**src/hdl/whcp_pkg.sv**
```systemverilog
// Package for the wheel halving character picker: codes, types and charset tables.
package whcp_pkg;

    // Number of characters in each charset
    localparam int SET_LEN   = 26;
    // Stored length of each table row
    localparam int TABLE_LEN = 26;
    localparam int NUM_SETS  = 7;

    // Button codes
    localparam logic [2:0] BTN_NONE    = 3'd0;
    localparam logic [2:0] BTN_PRESS   = 3'd1;
    localparam logic [2:0] BTN_PLAY    = 3'd2;
    localparam logic [2:0] BTN_REWIND  = 3'd3;
    localparam logic [2:0] BTN_FORWARD = 3'd4;
    localparam logic [2:0] BTN_LEFT    = 3'd5;
    localparam logic [2:0] BTN_RIGHT   = 3'd6;

    // Set indexes and window constants
    localparam logic [2:0] FIRST_SET   = 3'd0;
    localparam logic [2:0] CURSOR_SET  = 3'd6;
    localparam logic [2:0] NUMERIC_SET = 3'd6;
    localparam logic [3:0] START_HALF  = 4'd13;
    localparam logic [2:0] CENTRE_POS  = 3'd3;
    localparam logic [2:0] LAST_POS    = 3'd6;

    // Emitted control codes
    localparam logic [7:0] CODE_NEWLINE   = 8'd10;
    localparam logic [7:0] CODE_BACKSPACE = 8'd8;
    localparam logic [7:0] CODE_SPACE     = 8'd32;
    localparam logic [7:0] CODE_CUR_LEFT  = 8'd28;
    localparam logic [7:0] CODE_CUR_RIGHT = 8'd29;

    typedef logic [TABLE_LEN*8-1:0] charset_t;

    // One result item
    typedef struct packed {
        logic       char_valid;
        logic [7:0] char_code;
        logic [2:0] set_shown;
        logic [4:0] window_base;
        logic [3:0] window_len;
        logic [2:0] wheel_pos;
    } result_t;

    // Charsets, first character in the top byte
    localparam charset_t CHAR_TABLES [NUM_SETS] = '{
        charset_t'("abcdefghijklmnopqrstuvwxyz"),
        charset_t'("ABCDEFGHIJKLMNOPQRSTUVWXYZ"),
        charset_t'("0123456789.,/!@#$%^&*()[]?"),
        {8'h7E, 8'h60, 8'h2B, 8'h2D, 8'h3D, 8'h7B, 8'h7D, 8'h3C, 8'h3E, 8'h7C,
         8'h3A, 8'h3B, 8'h5C, 8'h27, 8'h22, 8'h5F, 8'hA3, 8'hA2, 8'hA5, 8'hB5,
         8'hF7, 8'hA9, 8'hAE, 8'hA1, 8'hBF, 8'hA7},
        {8'hE0, 8'hE1, 8'hE2, 8'hE4, 8'hE5, 8'hE3, 8'hE8, 8'hE9, 8'hEA, 8'hEB,
         8'hEC, 8'hED, 8'hEE, 8'hEF, 8'hF2, 8'hF3, 8'hF4, 8'hF6, 8'hF8, 8'hF5,
         8'hF9, 8'hFA, 8'hFB, 8'hFC, 8'hF1, 8'hFF},
        {8'hC0, 8'hC1, 8'hC2, 8'hC4, 8'hC5, 8'hC3, 8'hC8, 8'hC9, 8'hCA, 8'hCB,
         8'hCC, 8'hCD, 8'hCE, 8'hCF, 8'hD2, 8'hD3, 8'hD4, 8'hD6, 8'hD8, 8'hD5,
         8'hD9, 8'hDA, 8'hDB, 8'hDC, 8'hD1, 8'hDF},
        charset_t'("0123456789.-E01234567+-*/^")
    };

    // Character lookup; out-of-range index or set gives 0
    function automatic logic [7:0] table_byte(input logic numeric_only,
                                              input logic [2:0] set_idx,
                                              input logic [5:0] idx);
        logic [2:0] t;
        charset_t   row;
        logic [7:0] res;
        t = numeric_only ? NUMERIC_SET : set_idx;
        res = 8'd0;
        if (t <= CURSOR_SET && 32'(idx) < TABLE_LEN && 32'(idx) < SET_LEN)
        begin
            row = CHAR_TABLES[t];
            res = row[(TABLE_LEN - 1 - int'(idx[4:0])) * 8 +: 8];
        end
        return res;
    endfunction

endpackage

```
**src/hdl/wheel_halving_char_picker_top.sv**
```systemverilog
// Top level of the wheel halving character picker.
// Results are registered: an accepted input loads the result register directly while it is free.
// Throughput: one item per cycle; the state update is a single pass of
// next-state logic. While a result waits, a skid register takes one more item,
// then input stalls until the result register frees.
// Reset: asynchronous, active low; set 0, window base 0, length 13, position 3.
module wheel_halving_char_picker_top
    import whcp_pkg::*;
(
    input  logic       clk,
    input  logic       rst_n,
    input  logic       cfg_write_en,
    input  logic       cfg_write_data,
    input  logic       in_valid,
    output logic       in_stall,
    input  logic [2:0] button,
    output logic       out_valid,
    input  logic       out_stall,
    output logic       char_valid,
    output logic [7:0] char_code,
    output logic [2:0] set_shown,
    output logic [4:0] window_base,
    output logic [3:0] window_len,
    output logic [2:0] wheel_pos
);

    logic       numeric_only_reg;
    logic [2:0] set_index_reg,  set_index_next;
    logic [4:0] base_index_reg, base_index_next;
    logic [3:0] half_len_reg,   half_len_next;
    logic [2:0] step_pos_reg,   step_pos_next;

    logic       out_valid_reg,  out_valid_next;
    logic       skid_valid_reg, skid_valid_next;
    result_t    out_data_reg,   out_data_next;
    result_t    skid_data_reg,  skid_data_next;

    logic       in_fire;
    logic       out_fire;
    logic       cursor;
    logic       emit;
    logic [7:0] code;
    logic       pass_right;
    logic       pass_do;
    logic       odd;
    result_t    result;

    assign in_fire  = in_valid && !skid_valid_reg;
    assign out_fire = out_valid_reg && !out_stall;
    assign cursor   = set_index_reg >= CURSOR_SET;
    assign odd      = half_len_reg[0];

    // Event decode and next state
    always_comb
    begin
        set_index_next  = set_index_reg;
        base_index_next = base_index_reg;
        half_len_next   = half_len_reg;
        step_pos_next   = step_pos_reg;
        emit            = 1'b0;
        code            = 8'd0;
        pass_do         = 1'b0;
        pass_right      = 1'b0;
        case (button)
            BTN_PRESS:
            begin
                base_index_next = 5'd0;
                half_len_next   = START_HALF;
                step_pos_next   = CENTRE_POS;
                if (numeric_only_reg)
                    set_index_next = cursor ? FIRST_SET : CURSOR_SET;
                else if (cursor)
                    set_index_next = FIRST_SET;
                else
                    set_index_next = set_index_reg + 3'd1;
            end
            BTN_PLAY:
            begin
                emit = 1'b1;
                code = CODE_NEWLINE;
            end
            BTN_REWIND:
            begin
                emit = 1'b1;
                code = CODE_BACKSPACE;
            end
            BTN_FORWARD:
            begin
                emit            = 1'b1;
                code            = CODE_SPACE;
                base_index_next = 5'd0;
                half_len_next   = START_HALF;
                step_pos_next   = CENTRE_POS;
            end
            BTN_LEFT:
            begin
                if (cursor)
                begin
                    emit = 1'b1;
                    code = CODE_CUR_LEFT;
                end
                else if (step_pos_reg == 3'd0)
                    pass_do = 1'b1;
                else
                    step_pos_next = step_pos_reg - 3'd1;
            end
            BTN_RIGHT:
            begin
                if (cursor)
                begin
                    emit = 1'b1;
                    code = CODE_CUR_RIGHT;
                end
                else if (step_pos_reg >= LAST_POS)
                begin
                    pass_do    = 1'b1;
                    pass_right = 1'b1;
                end
                else
                    step_pos_next = step_pos_reg + 3'd1;
            end
            default:
            begin
                emit = 1'b0;
            end
        endcase

        // Passing an end: halve the window or pick a character
        if (pass_do)
        begin
            step_pos_next = CENTRE_POS;
            if (half_len_reg > 4'd1)
            begin
                if (pass_right)
                    base_index_next = base_index_reg + {1'b0, half_len_reg[3:1], 1'b0};
                half_len_next = {1'b0, half_len_reg[3:1]} + {3'd0, odd};
            end
            else
            begin
                emit = 1'b1;
                code = table_byte(numeric_only_reg, set_index_reg,
                                  {1'b0, base_index_reg} + {5'd0, pass_right});
                base_index_next = 5'd0;
                half_len_next   = START_HALF;
            end
        end
    end

    // Result item from the state after the event
    always_comb
    begin
        result.char_valid  = emit;
        result.char_code   = emit ? code : 8'd0;
        result.set_shown   = set_index_next;
        result.window_base = base_index_next;
        result.window_len  = half_len_next;
        result.wheel_pos   = step_pos_next;
    end

    // Output register and skid stage
    always_comb
    begin
        out_valid_next  = out_valid_reg;
        skid_valid_next = skid_valid_reg;
        out_data_next   = out_data_reg;
        skid_data_next  = skid_data_reg;
        if (!out_valid_reg || out_fire)
        begin
            if (skid_valid_reg)
            begin
                out_data_next   = skid_data_reg;
                out_valid_next  = 1'b1;
                skid_valid_next = 1'b0;
            end
            else
            begin
                out_data_next  = result;
                out_valid_next = in_fire;
            end
        end
        else if (in_fire)
        begin
            skid_data_next  = result;
            skid_valid_next = 1'b1;
        end
    end

    // Control and state registers
    always_ff @(posedge clk or negedge rst_n)
    begin
        if (!rst_n)
        begin
            numeric_only_reg <= 1'b0;
            set_index_reg    <= FIRST_SET;
            base_index_reg   <= 5'd0;
            half_len_reg     <= START_HALF;
            step_pos_reg     <= CENTRE_POS;
            out_valid_reg    <= 1'b0;
            skid_valid_reg   <= 1'b0;
        end
        else
        begin
            if (cfg_write_en)
                numeric_only_reg <= cfg_write_data;
            if (in_fire)
            begin
                set_index_reg  <= set_index_next;
                base_index_reg <= base_index_next;
                half_len_reg   <= half_len_next;
                step_pos_reg   <= step_pos_next;
            end
            out_valid_reg  <= out_valid_next;
            skid_valid_reg <= skid_valid_next;
        end
    end

    // Payload registers
    always_ff @(posedge clk)
    begin
        out_data_reg  <= out_data_next;
        skid_data_reg <= skid_data_next;
    end

    assign in_stall    = skid_valid_reg;
    assign out_valid   = out_valid_reg;
    assign char_valid  = out_data_reg.char_valid;
    assign char_code   = out_data_reg.char_code;
    assign set_shown   = out_data_reg.set_shown;
    assign window_base = out_data_reg.window_base;
    assign window_len  = out_data_reg.window_len;
    assign wheel_pos   = out_data_reg.wheel_pos;

endmodule
```
**config.mk**
```make
export PLATFORM = sky130hd
export DESIGN_NAME = wheel_halving_char_picker_top
export DESIGN_NICKNAME = d
export VERILOG_FILES = /design/src/hdl/whcp_pkg.sv /design/src/hdl/wheel_halving_char_picker_top.sv
export SDC_FILE = /design/constraint.sdc
export NUM_CORES = 1
export LEC_CHECK = 0
export BUFFER_PORTS_ARGS = -buffer_cell sky130_fd_sc_hd__buf_2
export CORE_ASPECT_RATIO = 1.1
export CORE_MARGIN = 2
export CORE_UTILIZATION = 65
export DETAILED_ROUTE_END_ITERATION = 10
export PLACE_DENSITY = 0.88
export SLEW_MARGIN = 10
export SYNTH_ARGS = -nofsm -noshare
export SYNTH_HDL_FRONTEND = slang
export SYNTH_SLANG_ARGS = --single-unit
```
**constraint.sdc**
```tcl
create_clock -name clk -period 11.14 [get_ports clk]
set_input_delay 1.671 -clock clk [delete_from_list [all_inputs] [get_ports clk]]
set_output_delay 1.671 -clock clk [all_outputs]
set_load 0.01 [all_outputs]
```
## Word level (Yosys, flattened, before mapping)

Memory sizes are Yosys's and may differ from the RTL's.
Index checks and enable logic that the tools add are counted.

- Add/sub/neg operators: 7
- Bitwise logic cells: 2
- Equal/unequal tests: 6
- Magnitude comparators: 6
- Shifts and indexed selects: 1
- Mux-type cells: 41
- Reduce and logical (&&, ||, !) cells: 14

Operator list:

| kind | count |
|---|---|
| two-way mux 208 bit | 2 |
| variable part select 208 x 9 -> 8 bit | 1 |
| two-way mux 8 bit | 4 |
| two-way mux 3 bit | 10 |
| two-way mux 5 bit | 6 |
| one-hot mux 6 bit (5 select lines) | 1 |
| two-way mux 24 bit | 1 |
| two-way mux 4 bit | 3 |
| two-way mux 1 bit | 11 |
| equality test 3 bit, second input constant | 3 |
| one-hot mux 3 bit (3 select lines) | 1 |
| adder 3 x 1 -> 3 bit, second input constant | 2 |
| adder 5 x 1 -> 6 bit | 1 |
| equality test 3 x 2 -> 1 bit, second input constant | 2 |
| >= comparator 3 bit, second input constant | 2 |
| less-than comparator 6 x 5 -> 1 bit, second input constant | 1 |
| subtractor 5 x 5 -> 6 bit, first input constant | 1 |
| adder 5 x 4 -> 5 bit | 1 |
| adder 3 x 1 -> 4 bit | 1 |
| >= comparator 4 bit, second input constant | 1 |
| > comparator 4 x 1 -> 1 bit, second input constant | 1 |
| logical AND 1 bit | 4 |
| NOT 3 -> 4 bit | 1 |
| one-hot mux 1 bit (2 select lines) | 2 |
| 11 further kinds | 14 |

- Register bits after elaboration: 66
- ROM bits: 1664
- Memories: 1
- Output and inout port bits: 26
- Bits of input ports: 9

Memories:

| name | depth | width | rd ports | clocked after Yosys merged registers in | wr ports | line | RTL |
|---|---|---|---|---|---|---|---|
| (no name shown) | 8 | 208 | 1 | 0 | 0 | whcp_pkg.sv:74 | `row = CHAR_TABLES[t];` |

## Longest topological paths before layout

Gate-level depths: netlist of run 1.

- Word-level depth: 13
- Mapped depth: 20
- Mapped depth without buffers: 16

## Worst setup path before layout of run 1

OpenSTA, ideal clock, no wires.

- Path type: input-to-reg
- From: input button[0]
- To: register out_data_reg, in the netlist char_code[6] (data pin)
- Stages on the path: 15
- Arrival: 5226 ps
- Setup time: 260 ps
- Setup slack: 5655 ps
- Path buffers: 3
- Path through: and2b_1 > nand3_1 > nor2_1 > ha_1 > ha_1 > buf_2 > clkinv_1 > clkbuf_1 > ha_1 > xor2_1 > xnor2_1 > buf_2 > nor3_1 > o311a_1 > mux2_2

RTL lines:

| element | line | RTL |
|---|---|---|
| from (decl) | wheel_halving_char_picker_top.sv:16 | `input logic [2:0] button,` |
| to (signal assigned) | wheel_halving_char_picker_top.sv:220 | `out_data_reg <= out_data_next;` |
| to (decl) | wheel_halving_char_picker_top.sv:35 | `result_t out_data_reg, out_data_next;` |

==> impl_metrics.csv, run 1 <==
group,metric,value,unit
route,wl_per_cell,21.8,microns
timing,fin_skew,0.0138,ns
yosys,ys.flop_type,"edfxtp_1",
cts,clock_sinks,66,
cts,cts_setup_buffers,0,
cells_and_area,drive_above_1_share,17.1,%
yosys,synth_cell_type_count,80,
route,drt-total-wl,15.9,mm
timing,setup-tns-final,0,ns
timing,slew_viol_final,0,
yosys,ys_warn_count,0,
timing,maxSlewHeadroom,37.3,%
cells_and_area,final_cell_mix,"nand2_1, a21oi_1, edfxtp_1, nor2_1, o21ai_0",
timing,min_period_over_period,62.4,%
status,status,"completed",
cells_and_area,diodes,0,
timing,rsz0062_at_grt,"no",
cts,clockBufferDepth,2,
setup_path,crit_path_start,"button[2]",
route,num_vias,5117,
setup_path,end_kind,"flip-flop",
route,drt-vias-per-instance,7.02,
cts,cts_tree,"built",
yosys,avgSynthCellArea,8.84,sq um
setup_path,critPathCapture,"skid_data_reg[20]",
cts,cts.repair.resized,0,
placed_design,post-dp-hpwl,11.0,mm
yosys,ys_seq_area_share,35.3,%
cells_and_area,fin_nets,656,
yosys,synth_simple_gate_area_share,18.0,%
placed_design,place_inst,713,
yosys,synthAdderAreaFrac,7.36,%
timing,final_hold_viol_count,0,
die,core-area,7960,sq um
setup_path,ff2ff_setup_slack,4.95,ns
yosys,synth_top_area_share,26.8,%
cells_and_area,largest_reg_flops,24,
setup_path,criticalPathCategory,"primary input to flip-flop",
cells_and_area,fillCellCount,587,
timing,worst-slew-pin-transition,0.941,ns
cts,clkLatencyLatePin,0.35,ns
setup_path,reg2reg_to,"skid_data_reg[20]",
yosys,syn_area,5370,sq um
setup_path,worstPathMaxFanout,30,
setup_path,rr_worst_depth,17,
timing,setup_viol,0,
power,irDropWorstVdd,0.0888,mV
cells_and_area,stdcell_count,729,
cts,clkTransAtPathRegs,0.08,ns
yosys,yosys-mux-area-fraction,4.17,%
setup_path,crit_arrival,7.01,ns
yosys,syn_inst,608,
yosys,synthXorXnorAreaFrac,1.63,%
route,drt_iter0_drc,751,
timing,fin_crit,6.96,ns
route,first_pass_iters,5,
cts,cts_hold_buf,0,
cts,cts-root-buf,"clkbuf_8",
global_route,grt_pass1_wl,25.5,mm
setup_path,required,11.20,ns
yosys,ys_ff_latch,66,
global_route,grt_overflow,0,
timing,max_freq,0.144,GHz
yosys,syn-num-nets,648,
global_route,grt_pass1_vias,4860,
cells_and_area,area_delta_synth_final,6.98,%
route,ant_nets,0,
placed_design,place_congestion,1.02,
route,drcViolationCount,0,
global_route,track_usage,35.7,%
power,p_leak,2.23,nW
global_route,grt_max_degree,54,
yosys,synth_edf_count,48,
power,finalPower,1.09,mW
die,io_pins,35,
die,rows,34,
power,p_per_area,189,nW/um^2
yosys,synth_top_cell_by_area,"edfxtp_1",
yosys,synth_top_family_by_area,"compound AO/OA/AOI/OAI gates",
cells_and_area,layout_commonest_cell,"nand2_1",
yosys,synthArstFlopShare,27.3,%
setup_path,timing.rr.start,"set_index_reg[1]",
die,start_util,67.6,%
cts,cts_made_buffers,9,
yosys,synth_compound_area_share,27.4,%
die,die_h,99.4,microns
die,die_area,9010,sq um
run,max-cap-violations,0,
hold_path,min_path_type,"flip-flop to flip-flop",
placed_design,port_buffers,34,
cts,htree_levels,3,
global_route,antenna_found_initial,0,
die,die_x,90.7,microns
setup_path,start_kind,"primary input",
yosys,synthTopCellsByArea,"edfxtp_1, ha_1, dfrtp_1",
layer usage:
layer / share of wire [%] / GRT usage (%) / vias to the layer above
li1: - / - / 2290
met1: 39 / 47.2 / 2384
met2: 47 / 59.1 / 383
met3: 11 / 5.83 / 60
met4: 3.4 / 14.3 / 0
met5: 0 / 0 / -
per-stage QoR:
| stage | instance area, sq um | utilization, % | setup WS [ns] | hold WS, ns |
|---|---|---|---|---|
| after floorplan | 5370 | - | 5.65 | 0.487 |
| after global placement | 5550 | 69.7 | 4.29 | 0.500 |
| after detailed placement | 5550 | 69.7 | 4.09 | 0.507 |
| after CTS | 5750 | 72.3 | 4.44 | 0.536 |
| after global routing | 5750 | 72.3 | 3.82 | 0.567 |
| final | 5750 | 72.3 | 4.18 | 0.536 |
worst min path at each step:
stage	depth (start not counted)	from	slack, ns	endpoint
after floorplan	2	half_len_reg[0]	0.49	half_len_reg[0]
after global placement	2	half_len_reg[0]	0.50	half_len_reg[0]
after CTS	2	skid_data_reg[22]	0.54	char_code[7]
after global routing	1	skid_data_reg[1]	0.57	wheel_pos[1]
after detailed placement	2	skid_data_reg[22]	0.51	char_code[7]
final	2	skid_data_reg[9]	0.54	window_base[2]
cell type report:
type | instances | area, sq um | area share (%)
Clock buffer | 9 | 124 | 2.15
Clock inverter | 7 | 77.6 | 1.35
Inverter | 27 | 101 | 1.76
Multi-Input combinational cell | 466 | 3150 | 54.8
Sequential cell | 66 | 1900 | 33.0
Tap cell | 108 | 135 | 2.35
Timing Repair Buffer | 46 | 260 | 4.53
cells in the mapped netlist, drive strengths merged (3+ instances only):
| cell | n |
|---|---|
| o221ai | 6 |
| o22ai | 5 |
| a211oi | 10 |
| and2 | 3 |
| o311ai | 9 |
| o21a | 3 |
| nor3 | 19 |
| nand2 | 57 |
| a31oi | 9 |
| inv | 24 |
| nor2 | 46 |
| nand3 | 7 |
| a221oi | 6 |
| ha | 30 |
| nand4 | 4 |
| o31ai | 16 |
| buf | 30 |
| a32oi | 4 |
| o21ai | 45 |
| xnor2 | 7 |
| o211ai | 8 |
| dfrtp | 13 |
| a21boi | 4 |
| mux2 | 19 |
| dfstp | 5 |
| or2 | 3 |
| nor2b | 12 |
| nand2b | 20 |
| o32ai | 3 |
| xor2 | 3 |
| edfxtp | 48 |
| a21o | 4 |
| or3 | 5 |
| clkinv | 3 |
| clkbuf | 19 |
| a21oi | 55 |
critical path, stage by stage:
cell      delay (ns)
buf_2           0.22
and2b_1         0.27
nand3_1         0.26
nor2_1          0.38
ha_1            0.39
ha_1            0.17
buf_4           0.29
clkinv_1        0.68
ha_1            0.86
buf_4           0.31
inv_1           0.26
nand2_1         0.25
a21oi_1         0.07
o21ai_0         0.17
a21oi_1         0.08
o311ai_1        0.45
o21ai_0         0.21
where the power goes:
| part | switching, mW | internal (mW) | total (mW) |
|---|---|---|---|
| combinational | 0.339 | 0.188 | 0.527 |
| clock | 0.104 | 0.105 | 0.209 |
| sequential | 0.0325 | 0.320 | 0.353 |
| total | 0.475 | 0.613 | 1.09 |
cells by family after synthesis:
group                      after synthesis
AOI/OAI and AO/OA                      212
and+or+nand+nor                        193
buffers and inverters                   76
DFF                                     66
adders and majority gates               31
muxes                                   20
xor gates and xnor gates                10
(Power assumes the default switching activity.)
==> inputs of run 2 (changes only) <==
Settings changed: CORE_UTILIZATION 65 to 56, PLACE_DENSITY 0.88 to 0.8.
Clock period 11.14 ns to 5.9 ns, I/O delays scaled along.
==> run 2 against run 1 <==
Against the previous run:
- combinational power increased by 90%
- final area increased by 1.2%
- highest routed layer unchanged
- count of clock-buffer cells in the layout unchanged
- register-to-register slack got worse by 4.0 ns
- clock power increased by 96%
- sequential share of layout area decreased by 0.40 points
- critical path type unchanged
- sequential power increased by 88%
- power increased by 91%
==> impl_metrics.csv, run 2 (synthesis results as in run 1) <==
group,metric,value,unit
status,status,"completed",
cts,cts_tree,"built",
placed_design,place_congestion,0.963,
cells_and_area,diodes,0,
timing,setup-tns-final,0,ns
cells_and_area,fin_nets,662,
route,drt-vias-per-instance,6.77,
cells_and_area,area_delta_synth_final,8.31,%
power,irDropWorstVdd,0.156,mV
placed_design,place_ws,0.662,ns
setup_path,required,5.98,ns
setup_path,ff2ff_setup_slack,1.00,ns
setup_path,criticalPathCategory,"primary input to flip-flop",
global_route,use_met3,4.89,%
global_route,track_usage,30.7,%
timing,fin_skew,0.0115,ns
setup_path,worstPathMaxFanout,14,
route,drt_iter0_drc,555,
setup_path,crit_path_start,"button[2]",
global_route,use_met2,52.2,%
cells_and_area,largest_reg_flops,24,
die,rows,37,
global_route,grt_use_met1,39.3,%
global_route,grt_max_degree,43,
die,start_util,57.5,%
cells_and_area,final_cell_mix,"nand2_1, a21oi_1, edfxtp_1, nor2_1, o21ai_0",
timing,holdWs,0.484,ns
cts,cts_hold_buf,0,
cts,clock_sinks,66,
cts,cts_made_buffers,9,
route,drcViolationCount,0,
timing,min_period_over_period,84.3,%
power,finalPower,2.07,mW
timing,maxSlewHeadroom,38.6,%
global_route,busiest_layer,"met2",
cells_and_area,drive_above_1_share,17.9,%
global_route,grt_overflow,0,
setup_path,rr_worst_depth,14,
timing,setup_viol,0,
run,max-cap-violations,0,
placed_design,post-dp-hpwl,11.2,mm
cells_and_area,layout_commonest_cell,"nand2_1",
route,first_pass_iters,5,
die,die_area,10400,sq um
power,p_per_area,356,nW/um^2
timing,worst-slew-pin-transition,0.918,ns
die,die_h,107,microns
cts,cts.repair.resized,0,
setup_path,start_kind,"primary input",
global_route,grt_pass1_wl,25.3,mm
cells_and_area,multi_input_area,3150,sq um
cts,clkTransAtPathRegs,0.07,ns
cts,clkLatencyLatePin,0.35,ns
die,die_x,97.4,microns
setup_path,reg2reg_to,"skid_data_reg[16]",
placed_design,place_inst,728,
cts,htree_levels,3,
global_route,grt_pass1_vias,4618,
timing,fin_crit,4.97,ns
cells_and_area,stdcell_count,744,
timing,max_freq,0.201,GHz
setup_path,end_kind,"flip-flop",
timing,rsz0062_at_grt,"no",
die,core-area,9350,sq um
cells_and_area,fillCellCount,801,
die,io_pins,35,
setup_path,timing.rr.start,"set_index_reg[0]",
timing,final_hold_viol_count,0,
route,num_vias,5034,
cts,cts-root-buf,"clkbuf_8",
placed_design,port_buffers,34,
cts,clockBufferDepth,2,
timing,slew_viol_final,0,
route,ant_nets,0,
cts,cts_setup_buffers,0,
power,p_leak,2.27,nW
hold_path,min_path_type,"primary input to async pin",
route,wl_per_cell,21.4,microns
route,drt-total-wl,15.9,mm
timing,setup_slack,0.928,ns
global_route,antenna_found_initial,0,
cells_and_area,regArea,1900,sq um
setup_path,crit_arrival,5.05,ns
## run 2: cell count changes in the layout (fill, tap and decap cells not counted)
cell        delta
bufinv_16      +1
buf_4          +6
clkinv_4       -2
clkinv_2       +2
clkinvlp_4     -1
## run 2: layer usage
metal / wire [microns] / share of wire (%)
met4: 519 / 3.3
met5: 0 / 0
met3: 1310 / 8.2
met2: 7770 / 49
met1: 6300 / 40
## run 2: how the worst max path moves through the flow
| stage | to | cells past startpoint |
|---|---|---|
| after global placement | char_code[7] | 14 |
| after CTS | char_code[7] | 14 |
| after detailed placement | char_code[7] | 14 |
| after global routing | skid_data_reg[16] | 14 |
| final | skid_data_reg[16] | 14 |
| after floorplan | char_code[6] | 15 |
## run 2: cell type report
class / count / area share (%)
clock buffer: 9 / 2.13
clock inverter: 7 / 1.59
inverter: 27 / 1.74
multi-input combinational: 466 / 54.2
sequential: 66 / 32.6
tap: 117 / 2.52
timing repair buffer: 52 / 5.25
## run 2: report_power, final
group	switching [mW]	total, mW	internal (mW)
registers	0.0569	0.662	0.605
clock network	0.172	0.410	0.237
logic	0.642	1.00	0.360
## run 2: through the flow
| step | util [%] | cell area (sq um) |
|---|---|---|
| 2_1_floorplan | - | 5370 |
| 3_3_place_gp | 59.9 | 5600 |
| 3_5_place_dp | 59.9 | 5600 |
| 4_1_cts | 62.2 | 5820 |
| 5_1_grt | 62.2 | 5820 |
| 6_report | 62.2 | 5820 |
## run 2: critical path, cell delays in order
cell       delay [ns]
buf_2            0.21
and2b_1          0.26
nand3_1          0.26
nor2_1           0.39
ha_1             0.39
ha_1             0.39
xnor2_1          0.17
ha_1             0.26
xor2_1           0.26
xor2_1           0.65
o31ai_1          0.17
a2111oi_0        0.41
nand4bb_1        0.24
o22ai_1          0.09
